**config.mk**
```make
export PLATFORM = sky130hd
export DESIGN_NAME = sce_mac
export DESIGN_NICKNAME = d
export VERILOG_FILES = /design/src/rtl/assert_macros.svh /design/src/rtl/sce_pkg.sv /design/src/rtl/sce_mac.sv
export SDC_FILE = /design/constraint.sdc
export NUM_CORES = 1
export LEC_CHECK = 0
export BUFFER_PORTS_ARGS = -buffer_cell sky130_fd_sc_hd__buf_2
export CAP_MARGIN = 20
export CELL_PAD_IN_SITES_DETAIL_PLACEMENT = 1
export CELL_PAD_IN_SITES_GLOBAL_PLACEMENT = 1
export CORE_MARGIN = 4
export CORE_UTILIZATION = 55
export CTS_CLUSTER_SIZE = 24
export DETAILED_ROUTE_END_ITERATION = 12
export GPL_TIMING_DRIVEN = 0
export PLACE_DENSITY_LB_ADDON = 0.15
export SLEW_MARGIN = 20
export SYNTH_ARGS = -nofsm -noshare
export SYNTH_HDL_FRONTEND = slang
export SYNTH_SLANG_ARGS = --single-unit
```
**constraint.sdc**
```tcl
create_clock -name clk -period 15.83 [get_ports clk]
set_input_delay 3.166 -clock clk [delete_from_list [all_inputs] [get_ports clk]]
set_output_delay 3.166 -clock clk [all_outputs]
set_load 0.05 [all_outputs]
```
**src/rtl/assert_macros.svh**
```systemverilog
// ----------------------------------------------------------------------------
// assert_macros.svh
// Assertion helpers for the RTL; included by softmax_cross_entropy_backprop.
// ----------------------------------------------------------------------------
`ifndef ASSERT_MACROS_SVH
`define ASSERT_MACROS_SVH

// Same-cycle implication, disabled during reset.
`define SCE_ASSERT(lbl, clk, rst, prop, msg) \
  lbl: assert property (@(posedge clk) disable iff (rst) prop) else $error(msg);

// Antecedent now, consequent in the next cycle, disabled during reset.
`define SCE_ASSERT_NEXT(lbl, clk, rst, ante, cons, msg) \
  lbl: assert property (@(posedge clk) disable iff (rst) (ante) |=> (cons)) else $error(msg);

`endif

```
**src/rtl/sce_pkg.sv**
```systemverilog
// ----------------------------------------------------------------------------
// sce_pkg
// Types and fixed widths for the softmax cross-entropy gradient block.
// ----------------------------------------------------------------------------
`timescale 1ns / 1ps

package sce_pkg;

  localparam int W_W       = 16;           // weight / prediction, Q3.12
  localparam int ERR_W     = 17;           // output error, Q4.12
  localparam int PROD_W    = W_W + ERR_W;  // Q.24 product
  localparam int ACC_W     = PROD_W + 5;   // headroom for up to 16 classes (+1 spare)
  localparam int FRAC_BITS = 12;
  localparam int SUM_W     = ACC_W - FRAC_BITS;

  localparam logic CMD_LOAD = 1'b0;
  localparam logic CMD_PRED = 1'b1;

  localparam logic signed [ERR_W-1:0] Q_ONE    = 17'sd4096;
  localparam logic signed [ACC_W-1:0] RND_HALF = ACC_W'(2048);

  // Control that travels alongside each operand pair into the MAC.
  typedef struct packed {
    logic valid;
    logic first;
    logic last;
  } mac_ctl_t;

endpackage

```
**src/rtl/sce_mac.sv**
```systemverilog
// ----------------------------------------------------------------------------
// sce_mac
// Shared multiply-accumulate: registered product, then accumulator, with
// round-to-nearest and saturation of the sum output to Q3.12.
// ----------------------------------------------------------------------------
`timescale 1ns / 1ps

module sce_mac import sce_pkg::*; (
  input  logic                    clk,
  input  logic                    rst,
  input  mac_ctl_t                ctl,
  input  logic signed [W_W-1:0]   op_w,
  input  logic signed [ERR_W-1:0] op_e,
  output logic signed [W_W-1:0]   sum,
  output logic                    clip,
  output logic                    done
);

  localparam logic signed [SUM_W-1:0] SAT_HI = SUM_W'(32767);
  localparam logic signed [SUM_W-1:0] SAT_LO = SUM_W'(-32768);

  mac_ctl_t                  p_ctl;
  logic signed [PROD_W-1:0]  prod;
  logic signed [ACC_W-1:0]   acc;
  logic signed [ACC_W-1:0]   rnd;
  logic signed [SUM_W-1:0]   shifted;

  always_ff @(posedge clk) begin
    if (rst) begin
      p_ctl <= '0;
      done  <= 1'b0;
    end else begin
      p_ctl <= ctl;
      done  <= p_ctl.valid && p_ctl.last;
    end
  end

  always_ff @(posedge clk) begin
    if (ctl.valid) begin
      prod <= op_w * op_e;
    end
    if (p_ctl.valid) begin
      acc <= p_ctl.first ? ACC_W'(prod) : acc + ACC_W'(prod);
    end
  end

  // floor((acc + half) / 4096) is an arithmetic drop of the fraction bits
  assign rnd     = acc + RND_HALF;
  assign shifted = rnd[ACC_W-1:FRAC_BITS];

  always_comb begin
    if (shifted > SAT_HI) begin
      sum  = W_W'(SAT_HI);
      clip = 1'b1;
    end else if (shifted < SAT_LO) begin
      sum  = W_W'(SAT_LO);
      clip = 1'b1;
    end else begin
      sum  = shifted[W_W-1:0];
      clip = 1'b0;
    end
  end

endmodule

```
==> metrics, run 1 <==
Worst R2R End=acc[32]; Clock Latency Late Sink=350 ps; Most common cell on crit path=fa_1; CTS tree=done; drt first-iter violations=967; Top Layer Used=met4; final worst-path cycle share=64.1%; WP data arrival=10,240 ps; Yosys Warn Count=0; routed vias/inst=5.77; EDFF count, synth=71; Synth area leaders=fa_1, edfxtp_1, ha_1; antenna violations before repair=0; gr ovfl total=0; Reg clk slew, reported paths=60 ps; die area=31,700 um2; post-CTS setup buffers=0; Max Transition Viols Final=0; area grow syn2layout=6.61%; ant diodes=0; core area=28,200 um2; Final ANT Viol Nets=0; largest net degree at the start of global routing=35; asr flop ratio synth=0%; IO Port Bufs=50; Synth Instances=1,770; die outline height=178 um; Via Count=12,776; setup_tns=0 ps; Startpoint Class=input pin; post-cts hold buffer count=0; detailed placer's ending HPWL=39.4 mm; H-tree Lvls=3; share of cells above drive strength 1=4.68%; Mapped Area=15,900 um2; reg2reg setup slack=11,990 ps; first-pass GRT wire length=76.2 mm; Synth Register Bits=75; CTS buffer count=9; DRC errors left=0; fin nets=2,269; CTS Sinks=75; last element of the critical path=prod[31]; Starting Density=56.5%; WL final=46.8 mm; Slowest Stage Delay on Critical Path=560 ps; FP Rows=61; Synth cell types=68; Die W=178 um; status=finished clean; RSZ-0062 raised after global routing=no; post-layout util=60.2%; CP max FO=10; # setup viols final=0; worst setup path startpoint=op_w[8]; Setup CP Type=input pin to flop; worst-case clock buffer depth=2; measured slew at the worst slew-check pin=741 ps; Fin. Hold Viols=0; Worst R2R Start=acc[23]; Required @ worst endpoint=15,920 ps; first-pass iteration count of the detailed router=7; most common cell after layout, fill and taps aside=inv_1; GPL Wtd Cong=0.948; # Max-Cap Violations=0; leading area contributor after synthesis=fa_1; Worst Hold Class=flop to flop; Synthesized Nets=2,207; GRT Overall Usage=30.9%; WL met3=2.69 mm; R2R depth=10; sequential-to-total area share from yosys stat=13.9%; Routed WL per cell=21.1 um; # IOs=56; most frequent cells in the layout=inv_1, fa_1, nand2_1; share of the synthesized area in the top cell type=34.9%; WL met2=23.0 mm; Top FF cell, synth=edfxtp_1; met1 wire length=19.1 mm; Gates resized, CTS repair=0; Setup Skew=15.1 ps; Worst path slowest cell=fa_1; Final min period=10,150 ps; Setup crit end kind=flop; fmax=0.0985 GHz; Rel. slew slack=50.6%; Root Driver=clkbuf_16; crit-path cells=clkbuf_1, clkbuf_1, nand2_1, fa_1, inv_1, fa_1, fa_1, fa_1, fa_1, inv_1, fa_1, inv_1, ha_1, nand2_1, or3_4, nor3_1, a31oi_1, a41o_1, a211o_1, and3_1, a311o_1; Avg Inst Size Synth=8.99 um2; vias in the first global route=14,482
sequential cells by signal, indices dropped and copies added (netlist names):
signal and cells:
acc 38, done 1, prod 33, p_ctl 3
logic make-up after synthesis:
family,synth area share (%)
flops,13.9
simple gates,16.0
buf+inv,10.4
compound gates,11.1
fa+ha+maj,44.5
xor+xnor,3.85
mux,0.267
layer usage:
| layer | vias up | track usage, % |
|---|---|---|
| li1 | 5753 | - |
| met5 | - | 0 |
| met2 | 405 | 54.1 |
| met4 | 0 | 12.1 |
| met1 | 6496 | 38.7 |
| met3 | 122 | 4.41 |
area by class of cell:
| class | count | area [um2] |
|---|---|---|
| Tap cell | 378 | 473 |
| Sequential cell | 75 | 2210 |
| Inverter | 378 | 1420 |
| Clock inverter | 7 | 75.1 |
| Fill cell | 3291 | 11200 |
| Clock buffer | 9 | 225 |
| Buffer | 61 | 234 |
| Timing Repair Buffer | 51 | 278 |
| Multi-Input combinational cell | 1256 | 12000 |
worst max-delay path: cells and delay by family:
family	cells	cell delay, ps
adder cells (fa/ha/maj)	7	3560
buffers and inverters	5	1240
AND/OR/NAND/NOR	5	1160
AO/OA/AOI/OAI	4	1100
through the flow:
| step | std cells | hold slack, ps | setup WS, ps | cell area (um2) |
|---|---|---|---|---|
| global placement | 2198 | 399 | 5500 | 16600 |
| detailed placement | 2199 | 450 | 5410 | 16700 |
| floorplan | 1770 | 395 | 6490 | 15900 |
| global route | 2215 | 464 | 5420 | 17000 |
| finish | 2215 | 453 | 5680 | 17000 |
| CTS | 2215 | 460 | 5780 | 17000 |
how the worst min path moves through the flow:
stage	depth (start not counted)	slack, ps	to	from
2_1_floorplan	2	400	done	p_ctl[0]
3_3_place_gp	2	400	done	p_ctl[0]
3_5_place_dp	2	450	done	p_ctl[0]
4_1_cts	2	460	done	p_ctl[0]
5_1_grt	2	460	done	p_ctl[0]
6_report	2	450	done	p_ctl[0]
synth_stat cells, types with 4 or more instances:
cell type,instances
xnor2_1,41
nand2b_1,10
and4_1,7
o21bai_1,11
nor2_1,54
dfxtp_1,4
o31ai_1,10
a21o_1,24
o211ai_1,9
nor2b_1,7
and3_1,15
inv_1,378
o311ai_0,4
a211oi_1,13
xor2_1,29
nand4_1,7
fa_1,277
o21ai_0,75
nor4b_1,6
nand3_1,25
nor3_1,18
o21a_1,18
edfxtp_1,71
nand2_1,210
ha_1,122
clkbuf_1,56
or3_1,4
and2_1,125
a31oi_1,18
a21oi_1,53
Power of run 1 is not shown: default switching activity piles up to over one toggle a cycle in this logic, so the estimate is an artifact.
==> run 2, diff against run 1 <==
ABC_AREA = 1   (was not set)
CORE_UTILIZATION = 44   (was 55)
clock period = 9.3 ns   (was 15.83 ns; I/O delays follow)
==> run 2 against run 1 <==
  * Critical path depth rose by 2
  * Setup slack worse by 4700 ps
  * Synthesized cell count is 31% higher
  * Cell area rose by 7.5%
  * Cell count increased by 30%
  * Wire length grew 14%
  * Critical path type unchanged
  * Largest cell class unchanged
  * Highest routed layer unchanged
==> metrics, run 2 <==
vias in the first global route=15,898 (+9.8%); Root Driver=clkbuf_16; worst setup path startpoint=op_w[5]; antenna violations before repair=0 (unchanged); share of the synthesized area in the top cell type=32.4% (-2.5 points); core area=38,600 um2 (+37%); Synthesized Nets=2,756 (+25%); share of cells above drive strength 1=3.59% (-1.1 points); Synth Register Bits=75 (unchanged); Top Registers=acc x38, prod x33, p_ctl x3; Top reg by flops=acc; Mapped Area=17,100 um2 (+7.7%); sequential-to-total area share from yosys stat=12.9% (-1.0 points); Post-synth top cells=nand2_1, inv_1, fa_1, nor2_1, ha_1; RSZ-0062 raised after global routing=no; reg2reg setup slack=6010 ps (-5980 ps); Via Count=14,530 (+14%); status=finished clean; Routed WL per cell=18.6 um (-12%); Yosys Warn Count=0 (unchanged); CP max FO=10 (unchanged); crit path buf inv count=6 (+1); leading area contributor after synthesis=fa_1; final worst-path cycle share=89.5%; Most common cell on crit path=fa_1; Fin. Hold Viols=0 (unchanged); EDFF count, synth=71 (unchanged); post-cts hold buffer count=0 (unchanged); first-pass iteration count of the detailed router=5 (-2); Synth area leaders=fa_1, nand2_1, inv_1; Startpoint Class=input pin; most common cell after layout, fill and taps aside=nand2_1; Setup CP Type=input pin to flop; detailed placer's ending HPWL=47.2 mm (+20%); FP Rows=72 (+18%); GRT Overall Usage=25.9% (-5.0 points); die area=42,200 um2 (+33%); setup_tns=0 ps (unchanged); ant diodes=0 (unchanged); Worst R2R Start=prod[0]; # setup viols final=0 (unchanged); routed vias/inst=5.04 (-13%); DRC errors left=0 (unchanged); Hold Slack=437 ps (-15.5 ps); FILL cells=5,020 (+53%); Synth cell types=39 (-43%); Avg Inst Size Synth=7.39 um2 (-18%); gr ovfl total=0 (unchanged); first-pass GRT wire length=85.3 mm (+12%); Required @ worst endpoint=9400 ps (-6520 ps); post-CTS setup buffers=0 (unchanged); # Max-Cap Violations=0 (unchanged); Setup crit end kind=flop; Top FF cell, synth=edfxtp_1; CTS Sinks=75 (unchanged); Max Transition Viols Final=0 (unchanged); CP top delay family=adder cells; Worst path slowest cell=fa_1; WHS Endpoint=done; crit-path cells=clkbuf_1, clkbuf_1, nand2_1, fa_1, fa_1, inv_1, fa_1, fa_1, fa_1, inv_1, fa_1, inv_1, ha_1, nand2_1, nor2_1, and2_1, nand3_1, nand3_1, nand3_1, nand2_1, inv_1, nand2_1, nand2_1; IO Port Bufs=29 (-42%); die outline height=205 um (+15%); H-tree Lvls=3 (unchanged); Synth Instances=2,319 (+31%); WL final=53.5 mm (+14%); Worst Hold Class=flop to flop; measured slew at the worst slew-check pin=827 ps (+86.8 ps); Final min period=8320 ps; largest net degree at the start of global routing=35 (unchanged); Starting Density=44.4% (-12 points); worst hold path startpoint=p_ctl[0]; most common cell in the netlist=nand2_1; CTS buffer count=9 (unchanged); Clock Latency Late Sink=350 ps (about the same); most frequent cells in the layout=nand2_1, inv_1, fa_1; drt first-iter violations=627 (-35%); worst-case clock buffer depth=2 (unchanged); area grow syn2layout=6.37%; hold depth=2 (unchanged); # IOs=56 (unchanged); Die W=205 um (+15%); Reg clk slew, reported paths=60 ps (about the same); R2R depth=13 (+3); fmax=0.120 GHz; fin nets=2,797 (+23%); Worst R2R End=acc[30]; CTS tree=done; Final ANT Viol Nets=0 (unchanged); asr flop ratio synth=0% (unchanged); GPL Wtd Cong=0.958 (+1.0%); WP data arrival=8420 ps (-1820 ps); max reg flops=38 (unchanged); Setup Skew=10.7 ps (-4.48 ps); Gates resized, CTS repair=0 (unchanged); Rel. slew slack=44.8% (-5.8 points); Slowest Stage Delay on Critical Path=640 ps (+80 ps)
run 2: final cells by class:
cell class,instances,area [um2],share of cell area (%)
Buffer,69,279,1.53
Clock buffer,9,225,1.24
Clock inverter,7,51.3,0.281
Inverter,600,2250,12.4
Multi-Input combinational cell,1575,12400,68.0
Sequential cell,75,2210,12.1
Tap cell,518,648,3.56
Timing Repair Buffer,30,165,0.906
run 2: worst max-delay path by stage:
stage | slack (ps) | endpoint | depth (start not counted)
after floorplan | 1870 | prod[32] | 23
after global placement | 690 | prod[27] | 20
after detailed placement | 570 | prod[32] | 23
after CTS | 940 | prod[32] | 23
after global routing | 690 | prod[32] | 23
final | 980 | prod[32] | 23
run 2: logic make-up (layout without fill, tap and decap cells):
group	count (synthesis)	count (layout)	share of synthesized area, %
xor+xnor	55	55	2.81
fa+ha+maj	399	399	41.3
buf+inv	669	715	14.8
simple gates	948	948	22.9
flops	75	75	12.9
compound gates	173	173	5.37
run 2: metal layers:
layer / global-route usage [%] / share of wire [%] / vias to the layer above
met2: 47.3 / 51 / 215
met3: 1.37 / 2.4 / 66
met4: 6.75 / 2.5 / 0
met5: 0 / 0 / -
met1: 33.8 / 44 / 7273
li1: - / - / 6976
run 2: metrics by stage:
step / instances / area (um2) / utilization, % / setup WS [ps]
finish: 2883 / 18200 / 47.3 / 980
global route: 2883 / 18200 / 47.3 / 686
CTS: 2883 / 18200 / 47.3 / 941
detailed placement: 2867 / 18000 / 46.6 / 569
global placement: 2866 / 17900 / 46.5 / 687
floorplan: 2319 / 17100 / - / 1870
run 2: worst reg2reg max path, stage by stage, from the launching register on:
cell      delay (ps)
edfxtp_1         360
ha_1             260
inv_1             90
fa_1             460
o21ai_0          670
nand2_1          120
nand2_1          240
nand3_1          120
nand2_1          160
nand3_1          190
nand2_1          130
nand2_1           50
nand3_1          100
nand2_1           80
Power of run 2 is left out for the same reason.
